`src/rtl/fem_fifo.sv`:
```
// Two-entry queue of fixed-width beats.
// Depends on nothing; used for the command queue and the result queue.
`default_nettype none

module fem_fifo #(
   parameter int WIDTH = 1
) (
   input  wire logic             clock,
   input  wire logic             reset,
   input  wire logic             push,
   input  wire logic [WIDTH-1:0] push_data,
   output logic                  full,
   input  wire logic             pop,
   output logic [WIDTH-1:0]      pop_data,
   output logic                  empty
);

   localparam logic [1:0] DEPTH = 2'd2;

   logic [WIDTH-1:0] slot_ff [2];
   logic             wr_ptr_ff, wr_ptr_in;
   logic             rd_ptr_ff, rd_ptr_in;
   logic [1:0]       count_ff, count_in;
   logic             do_push, do_pop;

   assign full     = (count_ff == DEPTH);
   assign empty    = (count_ff == 2'd0);
   assign pop_data = slot_ff[rd_ptr_ff];
   assign do_push  = push && !full;
   assign do_pop   = pop && !empty;

   always_comb begin
      wr_ptr_in = do_push ? !wr_ptr_ff : wr_ptr_ff;
      rd_ptr_in = do_pop ? !rd_ptr_ff : rd_ptr_ff;
      count_in  = count_ff;
      if (do_push && !do_pop) begin
         count_in = count_ff + 2'd1;
      end else if (do_pop && !do_push) begin
         count_in = count_ff - 2'd1;
      end
   end

   always_ff @(posedge clock) begin
      if (reset) begin
         wr_ptr_ff <= 1'b0;
         rd_ptr_ff <= 1'b0;
         count_ff  <= 2'd0;
      end else begin
         wr_ptr_ff <= wr_ptr_in;
         rd_ptr_ff <= rd_ptr_in;
         count_ff  <= count_in;
      end
   end

   always_ff @(posedge clock) begin
      if (do_push) begin
         slot_ff[wr_ptr_ff] <= push_data;
      end
   end

endmodule

`default_nettype wire

```
`config.mk`:
```
export PLATFORM = sky130hd
export DESIGN_NAME = fem_fifo
export DESIGN_NICKNAME = d
export VERILOG_FILES = /design/src/rtl/fem_fifo.sv
export SDC_FILE = /design/constraint.sdc
export NUM_CORES = 1
export LEC_CHECK = 0
export BUFFER_PORTS_ARGS = -buffer_cell sky130_fd_sc_hd__buf_4
export CELL_PAD_IN_SITES_DETAIL_PLACEMENT = 1
export CELL_PAD_IN_SITES_GLOBAL_PLACEMENT = 1
export CORE_AREA = 3 3 40 42
export DETAILED_ROUTE_END_ITERATION = 8
export DIE_AREA = 0 0 43 45
export HOLD_SLACK_MARGIN = 0.05
export MAX_ROUTING_LAYER = met4
export PLACE_DENSITY_LB_ADDON = 0.1
export SETUP_SLACK_MARGIN = 0.05
export SLEW_MARGIN = 20
export SYNTH_ARGS = -nofsm -noshare
export SYNTH_HDL_FRONTEND = slang
export SYNTH_SLANG_ARGS = --single-unit
```
`constraint.sdc`:
```
create_clock -name clock -period 1.7 [get_ports clock]
set_input_delay 0.17 -clock clock [delete_from_list [all_inputs] [get_ports clock]]
set_output_delay 0.17 -clock clock [all_outputs]
set_load 0.02 [all_outputs]
```
Word level (Yosys, flattened, before mapping)
Memory sizes are Yosys's and may differ from the RTL's. A register that Yosys moved wholly into a read port is not among the register bits.
Index checks and enable logic that the tools add are counted.
{ "word_totals": {"ff_bits": 4, "ramBits": 2, "input_bits": 5, "out_inout_bits": 3, "word_cells": 25, "mem_count": 1} }
{ "classes": {"n_addsub": 2, "n_eq_ne": 1, "n_mux": 6, "n_reduce_logical": 12} }
{ "memory_table": {"columns": ["name", "depth", "word_bits", "rd", "rd_ports_with_merged_regs", "wr", "line", "text"], "rows": [
  ["slot_ff", 2, 1, 1, 1, 1, "20", "logic [WIDTH-1:0] slot_ff [2];"]
]} }
{ "ops": {"columns": ["operator", "n"], "rows": [
  ["$logic_not A1 Y1", 6],
  ["$logic_and A1 B1 Y1", 4],
  ["$mux W1", 4],
  ["$mux W2", 2],
  ["$add A2 B1 Y2 const B", 1],
  ["$eq A2 B2 Y1 const B", 1],
  ["$logic_not A2 Y1", 1],
  ["$reduce_bool A2 Y1", 1],
  ["$sub A2 B1 Y2 const B", 1]
]} }

Logic depth before layout (Yosys ltp)
{ "logic_depth": {"word_depth": 7, "ltp_mapped": 6, "depth_no_buf": 6} }

Worst setup path after synthesis
Ideal clock, no wire load.
{ "synth_path": {"kind": "reg2reg", "from": "reg count_ff[1]", "to": "reg count_ff[1]", "setup_time_ns": 0.070, "t_arrival_ns": 1.514, "path_slack_ns": 0.117, "stages_incl_launch_ff": 6, "n_path_buf": 0, "period_less_slack_ns": 1.583, "path_cell_list": "dfxtp_1 nor2b_2 nor2_1 ha_1 or3_1 a21oi_1"} }
{ "synth_via": {"elab_chain_len": 6} }
{ "synth_rtl": {"columns": ["element", "line", "text"], "rows": [
  ["start, declared", "23", "logic [1:0] count_ff, count_in;"],
  ["start signal, assigned", "51", "count_ff <= count_in;"],
  ["$eq A2 B2 Y1 *", "26", "assign full = (count_ff == DEPTH);"],
  ["via full", "12", "output logic full,"],
  ["$logic_not A1 Y1 *", "29", "assign do_push = push && !full;"],
  ["$logic_and A1 B1 Y1 *", "29", null],
  ["via do_push", "24", "logic do_push, do_pop;"],
  ["$logic_not A1 Y1", "38", "end else if (do_pop && !do_push) begin"],
  ["$logic_and A1 B1 Y1", "38", null],
  ["$reduce_bool A2 Y1 (no line)", null, null]
]} }
The timed path passes the listed nets; every way through them passes the cells marked *. The select of a mux whose other input is x is not followed.
A chain may end at the register's enable or synchronous reset.

Worst setup path in the final report
{ "layout_path": {"from": "reg count_ff[1]", "to": "reg count_ff[1]"} }
{ "layout_via": {"elab_chain_len": 6} }
{ "layout_rtl": {"columns": ["element", "line"], "rows": [
  ["$eq A2 B2 Y1 *", "26"],
  ["$logic_not A1 Y1 *", "29"],
  ["$logic_and A1 B1 Y1 *", "29"],
  ["via do_push", "24"],
  ["$logic_not A1 Y1", "38"],
  ["$logic_and A1 B1 Y1", "38"],
  ["$reduce_bool A2 Y1 (no line)", null]
]} }
Marks and branches as above.

==> metrics <==
Worst-Skew Late Latency 0.25 ns; Power per Cell Area 1790 nW/µm²; Post-CTS Hold Fix Bufs 0; Synth Cell Area 289 µm²; H-tree depth 1; setup violators final 0; CP Capture Point count_ff[1]; Final #Nets 47; Slew Viols, Final 0; top area cells in the synthesized netlist dfxtp_1, edfxtp_1, xor2_1; Vias around 230; CTS root buf clkbuf_4; Die Wd 43 µm; vias in the first global route 260; commonest non-fill, non-tap cell in the layout buf_4; TritonCTS clock tree built; ANT cells 0; Min-Delay Path Class in -> reg; grt total ovfl 0; dpl cell area approximately 370 µm²; full die area 1940 µm²; reg-to-reg startpoint count_ff[1]; DR pass1 iterations 2; routed wire length just under 600 µm; Design Area, Final 399 µm²; Buffers on Ports 7; FP Rows 13; minimum clock period between 1.5 and 2 ns; r2r endpoint count_ff[1]; Ports 8; crit path max fanout 5; Worst R2R Setup Slack 0.16 ns; f_max 0.649 GHz; Fill cells 151; Initial Util 0.225; peak supply drop 0.515 mV; Yosys top cell area share 0.346; Syn Inst Count 28; post-synthesis register bit count 7; largest net degree at the start of global routing 6; RSZ-0062 raised after global routing false; Setup Crit Path Kind reg -> reg; CP startpoint count_ff[1]; max-capacitance violation count 0; register area share after synthesis 0.554; Synth Area per Inst 10.3 µm²; antenna violations before repair 0; number of synthesis warnings 0; P_leak around 0.00018 µW; gr usage total 0.0817; outcome finished, final reports clean; clock buffer depth 2; DR vias/cell 4.09; Final ANT Viol Nets 0; DP HPWL 478 µm; initial DRC count 2; GPL Wtd Cong 0.702; Worst-Margin Slew 0.261 ns; area occupied by multi-input gates 126 µm²; net count after synthesis 34; setup_tns 0 ns; Startpoint Class register; first-pass GRT wire length around 1100 µm; CTS sink cnt 7; layout cells sized above 1 0.325; Final Hold Fails 0; Num CTS Buffers 3; worst path required time between 1.5 and 2 ns; FF+latch area 160 µm²; # DRC 0; Slew Limit Headroom 0.826; area grow syn2layout 38.1%; synth unique cells 12; Core Area ~1300 µm²; Worst Path Arrival 1.73 ns; most frequent cells in the layout buf_4, nor2_1, dfxtp_1, xor2_1, clkbuf_4; Yosys top cell by area dfxtp_1; reg2reg path depth 5; crit share post-route 0.906; Setup Fix Bufs, Post-CTS 0; clk slew on worst S/H paths 0.06 ns; drt wl/cell around 11 µm; Die H 45 µm; Critical Path Sink Type register; Final Skew approximately 0.012 ns
## per-stage QoR
stage / power, µW / util / instances / setup WS [ns] / hold slack [ns]
floorplan: 443 / - / 28 / 0.117 / 0.239
global placement: 540 / 0.286 / 51 / 0.215 / 0.357
detailed placement: 556 / 0.286 / 51 / 0.139 / 0.361
CTS: 716 / 0.307 / 55 / 0.128 / 0.105
global route: 781 / 0.311 / 55 / 0.0668 / 0.0922
finish: 716 / 0.311 / 55 / 0.159 / 0.111
## report_power, final
group          total [µW]  internal, µW  leakage [µW]  switching, µW
clock                 155          89.8     0.0000150           65.3
sequential            266           223     0.0000600           42.3
combinational         295           145      0.000103            150
## synthesized netlist by cell type
| cell | number |
|---|---|
| xor2_1 | 3 |
| dfxtp_1 | 5 |
| edfxtp_1 | 2 |
| a21oi_1 | 2 |
| o21ai_0 | 3 |
| mux2_2 | 1 |
| inv_1 | 2 |
| ha_1 | 1 |
| or3_1 | 2 |
| nor2_1 | 5 |
| nor2b_2 | 1 |
| and2_1 | 1 |
## layer usage
layer	vias up	track usage	wire length, µm
li1	117	-	-
met1	102	0.0801	253
met2	4	0.117	299
met3	2	0.0558	35
met4	0	0.0542	4
met5	-	-	0
## cell families (layout without fill, tap and decap cells)
| group | after synthesis | in the layout | share of synthesized area |
|---|---|---|---|
| flip-flops | 7 | 7 | 0.554 |
| AO/OA/AOI/OAI | 5 | 5 | 0.0866 |
| XOR/XNOR | 3 | 3 | 0.0909 |
| AND/OR/NAND/NOR | 9 | 9 | 0.160 |
| multiplexers | 1 | 1 | 0.0390 |
| buffers and inverters | 2 | 14 | 0.0260 |
| adder cells (fa/ha/maj) | 1 | 1 | 0.0433 |
## what timing repair did
action                                 CTS  global route
setup endpoints to repair                0             1
gates resized for setup                  0             2
endpoints found under the hold margin    0             0
## how the worst min path moves through the flow
stage / from / cells past startpoint / end / slack, ns
floorplan: reset / 1 / count_ff[1] / 0.24
global placement: push_data / 1 / slot_ff[0] / 0.36
detailed placement: push_data / 1 / slot_ff[0] / 0.36
CTS: push_data / 1 / slot_ff[0] / 0.10
global route: push_data / 1 / slot_ff[1] / 0.09
finish: reset / 2 / rd_ptr_ff / 0.11
## layout make-up
type / instances / area share
multi-input cells: 19 / 0.317
inverters: 2 / 0.0188
flip-flops and latches: 7 / 0.401
well taps: 15 / 0.0470
repair buffers: 8 / 0.150
clock buffers: 4 / 0.0658
## worst max-delay path, stage by stage, from the launching register on
cell     delay (ns)
dfxtp_1        0.39
nor2b_4        0.19
nor2_1         0.06
ha_1           0.33
or3_1          0.35
a21oi_1        0.15
Power figures use the tool's default switching activity.
