--- config.mk ---
export PLATFORM = sky130hd
export DESIGN_NAME = fem_front
export DESIGN_NICKNAME = d
export VERILOG_FILES = /design/src/rtl/fem_pkg.sv /design/src/rtl/fem_fifo.sv /design/src/rtl/fem_front.sv
export SDC_FILE = /design/constraint.sdc
export NUM_CORES = 1
export LEC_CHECK = 0
export BUFFER_PORTS_ARGS = -buffer_cell sky130_fd_sc_hd__buf_2
export CORE_ASPECT_RATIO = 0.5
export CORE_MARGIN = 2
export CORE_UTILIZATION = 50
export DETAILED_ROUTE_END_ITERATION = 7
export GPL_TIMING_DRIVEN = 1
export PLACE_DENSITY = 0.79
export SYNTH_ARGS = -nofsm -noshare
export SYNTH_HDL_FRONTEND = slang
export SYNTH_HIERARCHICAL = 1
export SYNTH_SLANG_ARGS = --single-unit
--- constraint.sdc ---
create_clock -name clock -period 26 [get_ports clock]
set_input_delay 6.5 -clock clock [delete_from_list [all_inputs] [get_ports clock]]
set_output_delay 6.5 -clock clock [all_outputs]
set_load 0.02 [all_outputs]
--- src/rtl/fem_pkg.sv ---
// Shared types and constants for the file extent map lookup block.
// No dependencies; fem_front, fem_back and the top level import this package.
`default_nettype none

package fem_pkg;

   localparam int MAX_EXTENTS_DEF = 64;
   localparam int BLOCK_SHIFT_DEF = 12;

   localparam logic OP_ADD    = 1'b0;
   localparam logic OP_LOOKUP = 1'b1;

   localparam logic [1:0] STATUS_OK   = 2'd0;
   localparam logic [1:0] STATUS_MISS = 2'd1;
   localparam logic [1:0] STATUS_FULL = 2'd2;

   typedef enum logic [1:0] {
      CMD_ADD,
      CMD_LOOKUP,
      CMD_MISS
   } cmd_kind_type;

   typedef struct packed {
      logic        op;
      logic [62:0] extent_byte_offset;
      logic [63:0] extent_phys_block;
      logic [55:0] extent_byte_length;
      logic [62:0] lookup_offset;
   } req_type;

   typedef struct packed {
      logic [1:0]  status;
      logic [63:0] phys_block;
      logic [43:0] extent_blocks;
      logic [11:0] offset_in_block;
   } rsp_type;

   // Classified command. For an add, blk is the logical start block, base is
   // the physical start minus the logical start and blk_end is one past the
   // last block. For a lookup, blk is the block number of the offset.
   typedef struct packed {
      cmd_kind_type kind;
      logic [62:0]  blk;
      logic [63:0]  base;
      logic [63:0]  blk_end;
      logic [43:0]  count;
      logic [11:0]  obo;
   } cmd_type;

endpackage

`default_nettype wire

--- src/rtl/fem_fifo.sv ---
// Two-entry queue of fixed-width beats.
// Depends on nothing; used for the command queue and the result queue.
`default_nettype none

module fem_fifo #(
   parameter int WIDTH = 1
) (
   input  wire logic             clock,
   input  wire logic             reset,
   input  wire logic             push,
   input  wire logic [WIDTH-1:0] push_data,
   output logic                  full,
   input  wire logic             pop,
   output logic [WIDTH-1:0]      pop_data,
   output logic                  empty
);

   localparam logic [1:0] DEPTH = 2'd2;

   logic [WIDTH-1:0] slot_ff [2];
   logic             wr_ptr_ff, wr_ptr_in;
   logic             rd_ptr_ff, rd_ptr_in;
   logic [1:0]       count_ff, count_in;
   logic             do_push, do_pop;

   assign full     = (count_ff == DEPTH);
   assign empty    = (count_ff == 2'd0);
   assign pop_data = slot_ff[rd_ptr_ff];
   assign do_push  = push && !full;
   assign do_pop   = pop && !empty;

   always_comb begin
      wr_ptr_in = do_push ? !wr_ptr_ff : wr_ptr_ff;
      rd_ptr_in = do_pop ? !rd_ptr_ff : rd_ptr_ff;
      count_in  = count_ff;
      if (do_push && !do_pop) begin
         count_in = count_ff + 2'd1;
      end else if (do_pop && !do_push) begin
         count_in = count_ff - 2'd1;
      end
   end

   always_ff @(posedge clock) begin
      if (reset) begin
         wr_ptr_ff <= 1'b0;
         rd_ptr_ff <= 1'b0;
         count_ff  <= 2'd0;
      end else begin
         wr_ptr_ff <= wr_ptr_in;
         rd_ptr_ff <= rd_ptr_in;
         count_ff  <= count_in;
      end
   end

   always_ff @(posedge clock) begin
      if (do_push) begin
         slot_ff[wr_ptr_ff] <= push_data;
      end
   end

endmodule

`default_nettype wire

--- src/rtl/fem_front.sv ---
// Front end: holds the file size register, classifies request beats into
// commands and queues them. Depends on fem_pkg and fem_fifo.
`default_nettype none

module fem_front
   import fem_pkg::*;
#(
   parameter int BLOCK_SHIFT = BLOCK_SHIFT_DEF
) (
   input  wire logic        clock,
   input  wire logic        reset,
   input  wire logic        push,
   input  wire req_type     req_data,
   output logic             full,
   input  wire logic        csr_wr_en,
   input  wire logic [62:0] csr_wr_data,
   input  wire logic        cmd_pop,
   output cmd_type          cmd_data,
   output logic             cmd_empty
);

   localparam logic [11:0] OBO_MASK = 12'((64'd1 << BLOCK_SHIFT) - 64'd1);

   logic [62:0] file_size_ff, file_size_in;
   cmd_type     cmd_in;
   logic [62:0] add_blk;
   logic [62:0] look_blk;
   logic [43:0] add_count;

   assign file_size_in = csr_wr_en ? csr_wr_data : file_size_ff;

   always_ff @(posedge clock) begin
      if (reset) begin
         file_size_ff <= 63'd0;
      end else begin
         file_size_ff <= file_size_in;
      end
   end

   always_comb begin
      add_blk   = req_data.extent_byte_offset >> BLOCK_SHIFT;
      look_blk  = req_data.lookup_offset >> BLOCK_SHIFT;
      add_count = 44'(req_data.extent_byte_length >> BLOCK_SHIFT);

      cmd_in.base    = req_data.extent_phys_block - {1'b0, add_blk};
      cmd_in.blk_end = {1'b0, add_blk} + {20'd0, add_count};
      cmd_in.count   = add_count;
      cmd_in.obo     = req_data.lookup_offset[11:0] & OBO_MASK;
      if (req_data.op == OP_ADD) begin
         cmd_in.kind = CMD_ADD;
         cmd_in.blk  = add_blk;
      end else begin
         cmd_in.kind = (req_data.lookup_offset >= file_size_ff) ? CMD_MISS : CMD_LOOKUP;
         cmd_in.blk  = look_blk;
      end
   end

   fem_fifo #(
      .WIDTH ($bits(cmd_type))
   ) u_cmd_fifo (
      .clock     (clock),
      .reset     (reset),
      .push      (push),
      .push_data (cmd_in),
      .full      (full),
      .pop       (cmd_pop),
      .pop_data  (cmd_data),
      .empty     (cmd_empty)
   );

endmodule

`default_nettype wire

; Word level (Yosys, flattened, before mapping)
; Memories as Yosys holds them, arrays and structs flattened. A register that Yosys moved wholly into a read port is not among the register bits.
; Cells that the tools add are included.
[op_classes]
n_addsub = 4
mul = 0
div_mod_pow = 0
n_lt_le_gt_ge = 1
n_eq_ne = 1
n_shift = 0
muxes = 8
bitwise = 0
reduce_logical = 12
[ops]
columns = cell, n
row1 = 65-bit 2-to-1 mux, 1
row2 = 64-bit by 51-bit subtractor with 64-bit output, 1
row3 = 63-bit >= comparator, 1
row4 = 51-bit by 44-bit adder with 52-bit output, 1
row5 = 1-bit zero test, 6
row6 = 2-bit 2-to-1 mux, 3
row7 = 1-bit logical AND, 4
row8 = 1-bit 2-to-1 mux, 4
row9 = "2-bit by 1-bit adder with 2-bit output, second input constant", 1
row10 = "2-bit equality test, second input constant", 1
row11 = 2-bit zero test, 1
row12 = 2-bit nonzero test, 1
row13 = "2-bit by 1-bit subtractor with 2-bit output, second input constant", 1
[word_totals]
register_bits = 67
latchBits = 0
ram_bits = 474
romBits = 0
inputBits = 315
out_inout_bits = 251
word_cells = 31
mem_count = 1
[mem_list]
columns = memory, words, word_bits, read_ports, rd_ports_with_merged_regs, wr, line
row1 = u_cmd_fifo.slot_ff, 2, 237, 1, 1, 1, fem_fifo.sv:20  ; logic [WIDTH-1:0] slot_ff [2];

; Longest topological paths before layout
[logic_depth]
depth_word = 7
ltp_mapped = 13
mapped_depth_nobuf = 13

; Hierarchy
; Netlist, hierarchy kept.
[by_module_without_submodules]
columns = module, n_inst, cells_per_inst, area_each_um2, seq_area_each_um2
row1 = fem_fifo, 1, 800, 19028.2, 15054.4
row2 = fem_front, 1, 1452, 10346.2, 1261.2

; Least setup slack after synthesis
; No wires, ideal clock.
[synth_timing]
kind = input to register
start = input push
end = memory u_cmd_fifo/slot_ff[1][0] in the netlist's numbering (enable)
setup_time_ps = 642
arrival_ps = 12358
t_required_ps = 25358
path_slack_ps = 13000
path_stages = 3
n_path_buf = 0
cell_sequence = inv_1 nor2_1 and2_1
[synth_between]
elab_chain_len = 3
[synth_rtl]
columns = element, line
row1 = start: declaration, fem_front.sv:12  ; input wire logic push,
row2 = 1-bit logical AND, fem_fifo.sv:29  ; assign do_push = push && !full;
row3 = via u_cmd_fifo.do_push, fem_fifo.sv:24  ; logic do_push, do_pop;
row4 = 1-bit 2-to-1 mux, fem_fifo.sv:56  ; if (do_push) begin
row5 = 1-bit 2-to-1 mux (implied by the code), fem_fifo.sv:57  ; slot_ff[wr_ptr_ff] <= push_data;
row6 = end: declaration, fem_fifo.sv:20
; The timed path passes the listed nets, and every way through them passes these cells.

==> flow_summary.rst <==
.. list-table::
   :header-rows: 1

   * - Metric
     - Value
   * - Worst reg2reg endpoint
     - u_cmd_fifo/slot_ff[0][128]
   * - Mapped Area
     - 29400 um2
   * - Hold crit path type
     - flip-flop to flip-flop
   * - Clock net sink count
     - 566
   * - Clock root buffer
     - sky130_fd_sc_hd__clkbuf_16
   * - Die outline area
     - 60800 um2
   * - Async S/R FF share, synth
     - 0%
   * - Detailed-route DRC error count
     - 0
   * - Required arrival time at the worst endpoint
     - 19500 ps
   * - Post-Place Worst Slack
     - 15810 ps
   * - Overflow after GRT
     - 0
   * - Power per unit of standard cell area
     - 85.3 nW/um2
   * - Layout cell share with drive strength beyond 1
     - 31.5%
   * - Number of global-route vias before repair
     - 20300
   * - Peak clock frequency supported by timing
     - 95.2 MHz
   * - Critical register-to-register path startpoint
     - u_cmd_fifo/count_ff[0]
   * - Reported max-cap violation count
     - 0
   * - Worst R2R Setup Slack
     - 22080 ps
   * - Number of vias in the routed layout
     - 20400
   * - Commonest non-fill, non-tap cell in the layout
     - sky130_fd_sc_hd__buf_2
   * - Final antenna-violating net count
     - 0
   * - Yosys warning count
     - 6
   * - Number of nets in the final layout
     - 3297
   * - Cell family with the largest share of critical-path delay
     - buffers and inverters
   * - Total power of the final layout
     - 2.94 mW
   * - Clock-pin slew on the worst setup and hold paths
     - 60 ps
   * - Static power due to leakage
     - 14.3 nW
   * - DP Area
     - 32800 um2
   * - Fin crit period
     - 10500 ps
   * - Pin count of the biggest net entering global routing
     - 139
   * - Min setup slack post-route
     - 15500 ps
   * - Count of flip-flops with a built-in enable after synthesis
     - 498
   * - Post-DR wirelength/cell
     - 21.8 um
   * - Synthesis-to-finish area growth
     - 17.4%
   * - Die Height
     - 175 um
   * - Worst hold path startpoint
     - file_size_ff[49]
   * - All-layer global routing usage
     - 25.3%
   * - Unrepaired setup endpoints after global routing
     - false
   * - Detailed-router iteration count before antenna repair
     - 8
   * - Unique cell type count in the Yosys netlist
     - 78
   * - Number of ports placed on the die boundary
     - 566
   * - Total core area
     - 57700 um2
   * - Detailed Route Iter0 Violations
     - 1867
   * - Share of the yosys chip area belonging to registers
     - 55.5%
   * - Clock buffers created by TritonCTS
     - 52
   * - Count of cells along the worst hold path
     - 2
   * - Initial core utilization
     - 50.9%
   * - Syn Area/Cell
     - 13.0 um2
   * - Crit-path most repeated cell
     - sky130_fd_sc_hd__buf_4
   * - Setup Buffers After CTS
     - 0
   * - CTS Buffer Depth
     - 3
   * - Max-slew violation count
     - 0
   * - WP data arrival
     - 4000 ps
   * - Buf+Inv Stages, Crit Path
     - 3
   * - Status
     - complete, no violations
   * - Standard cell with the maximum stage delay on the critical path
     - sky130_fd_sc_hd__dfxtp_4
   * - Chip width
     - 347 um
   * - Headroom to the max-slew limit
     - 25.7%
   * - Crit Path Category
     - flip-flop to output pin
   * - Core Rows
     - 62
   * - Nature of the critical path startpoint
     - flip-flop
   * - Worst-margin pin slew
     - 1110 ps
   * - Cells along the critical path
     - buf_4 > buf_4 > mux2_2 > buf_2
   * - Cell count after synthesis
     - 2252
   * - Predominant post-synthesis flop cell
     - sky130_fd_sc_hd__edfxtp_1
   * - Routed wire length
     - 79900 um
   * - Ratio of final minimum period to clock period
     - 40.4%
   * - Hold violation total from the final report
     - 0
   * - Depth of the worst register-to-register path
     - 5
   * - End point of the most critical hold path
     - file_size_ff[49]
   * - Commonest non-fill, non-tap cells in the layout
     - sky130_fd_sc_hd__buf_2, sky130_fd_sc_hd__edfxtp_1, sky130_fd_sc_hd__mux2_4, sky130_fd_sc_hd__ha_1
   * - Wire length of the first global-routing pass
     - 117000 um
   * - Clock Skews
     - 21.3 ps
   * - Layout Utilization
     - 59.8%
   * - Crit. End Element
     - output pin
   * - Number of antenna violations at the first check in global routing
     - 36
   * - Register bit total from synthesis
     - 566
   * - Number of vias per cell after detailed routing
     - 5.56
   * - Highest fanout seen on the critical path
     - 56
   * - PortBufs
     - 541
   * - Sum Neg Setup Slack
     - 0 ps
   * - Clock latency at the later pin of the worst-skew pair
     - 590 ps
   * - Detailed Place HPWL
     - 59100 um
   * - Final RePlAce weighted congestion
     - 0.915
   * - Setup-violating endpoint count in the final report
     - 0
   * - Maximum resistive drop on vdd
     - 0.0484 mV
   * - Critical path's largest stage delay
     - 930 ps
   * - Hold-fix buffer count after cts
     - 0
   * - TritonCTS clock tree
     - done
   * - Layout Cell Area excl Fill
     - 34500 um2
   * - # resized after CTS
     - 0
   * - Number of cells on the critical path
     - 4
   * - H-tree lvl count
     - 2
## layout make-up
cell class | count | area, um2
clock buffers | 77 | 1460
well taps | 768 | 961
inverters | 145 | 552
diodes | 36 | 90.1
repair buffers | 551 | 2800
flip-flops and latches | 566 | 16300
fillers | 4671 | 23200
clock inverters | 16 | 136
multi-input cells | 1505 | 12200
## state kept, by name, indices dropped and copies added (netlist names), named ones only
| name | count |
|---|---|
| u_cmd_fifo/wr_ptr_ff | 1 |
| u_cmd_fifo/slot_ff | 498 |
| u_cmd_fifo/count_ff | 2 |
| u_cmd_fifo/rd_ptr_ff | 1 |
| file_size_ff | 63 |
## routing by layer
metal	track usage, %	up-vias	part of all wire [%]
li1	-	9509	-
met3	3.78	247	5.4
met5	0	-	0.020
met1	29.0	9827	37
met2	44.9	771	51
met4	15.8	2	6.3
## worst max path at each step
stage                        from                         end
floorplan                    push    u_cmd_fifo/slot_ff[1][0]
finish                  flip-flop                cmd_data[23]
CTS                     flip-flop                cmd_data[23]
global route            flip-flop                cmd_data[22]
detailed placement  req_data[195]  u_cmd_fifo/slot_ff[0][106]
global placement    req_data[195]  u_cmd_fifo/slot_ff[0][106]
## per-stage QoR
stage | hold WS, ps | std cells
CTS | 497 | 3628
global placement | 471 | 3535
finish | 495 | 3664
global route | 517 | 3661
detailed placement | 482 | 3535
floorplan | 452 | 2299
## tightest hold or removal path: stages, from the launching register on
cell	delay, ps
sky130_fd_sc_hd__dfxtp_1	330
sky130_fd_sc_hd__mux2i_1	60
sky130_fd_sc_hd__nor2_1	70
## cells by family (layout without fill, tap and decap cells)
family	Yosys count	in the layout	share of synthesized area [%]
and+or+nand+nor	432	432	6.70
muxes	313	313	14.3
other	1	84	0.0128
xor gates and xnor gates	111	111	3.31
DFF	566	566	55.5
adders and majority gates	161	161	6.91
buffers and inverters	228	789	3.59
AOI/OAI and AO/OA	440	440	9.63
## cells in the mapped netlist, types with 20 or more instances
cell type	number	area share, %
sky130_fd_sc_hd__o21ai_0	112	1.9
sky130_fd_sc_hd__nor3_1	23	0.39
sky130_fd_sc_hd__o21bai_1	20	0.51
sky130_fd_sc_hd__inv_1	145	1.9
sky130_fd_sc_hd__xnor2_1	65	1.9
sky130_fd_sc_hd__clkbuf_1	48	0.61
sky130_fd_sc_hd__edfxtp_1	498	51
sky130_fd_sc_hd__nand3_1	24	0.41
sky130_fd_sc_hd__dfxtp_1	68	4.6
sky130_fd_sc_hd__mux2i_1	63	2.1
sky130_fd_sc_hd__a21o_1	68	1.7
sky130_fd_sc_hd__nand4_1	42	0.89
sky130_fd_sc_hd__nand2_1	137	1.8
sky130_fd_sc_hd__mux2_2	48	1.8
sky130_fd_sc_hd__buf_6	25	0.96
sky130_fd_sc_hd__xor2_1	46	1.4
sky130_fd_sc_hd__a21oi_1	133	2.3
sky130_fd_sc_hd__ha_1	159	6.8
sky130_fd_sc_hd__nor2_1	144	1.8
sky130_fd_sc_hd__mux2_4	202	10
## power by group
part	total, mW	internal [mW]	switching, mW
Sequential	1.20	1.15	0.0460
Clock	0.743	0.407	0.336
Combinational	1.00	0.407	0.594
No activity file was read; power rests on OpenSTA's default activity.
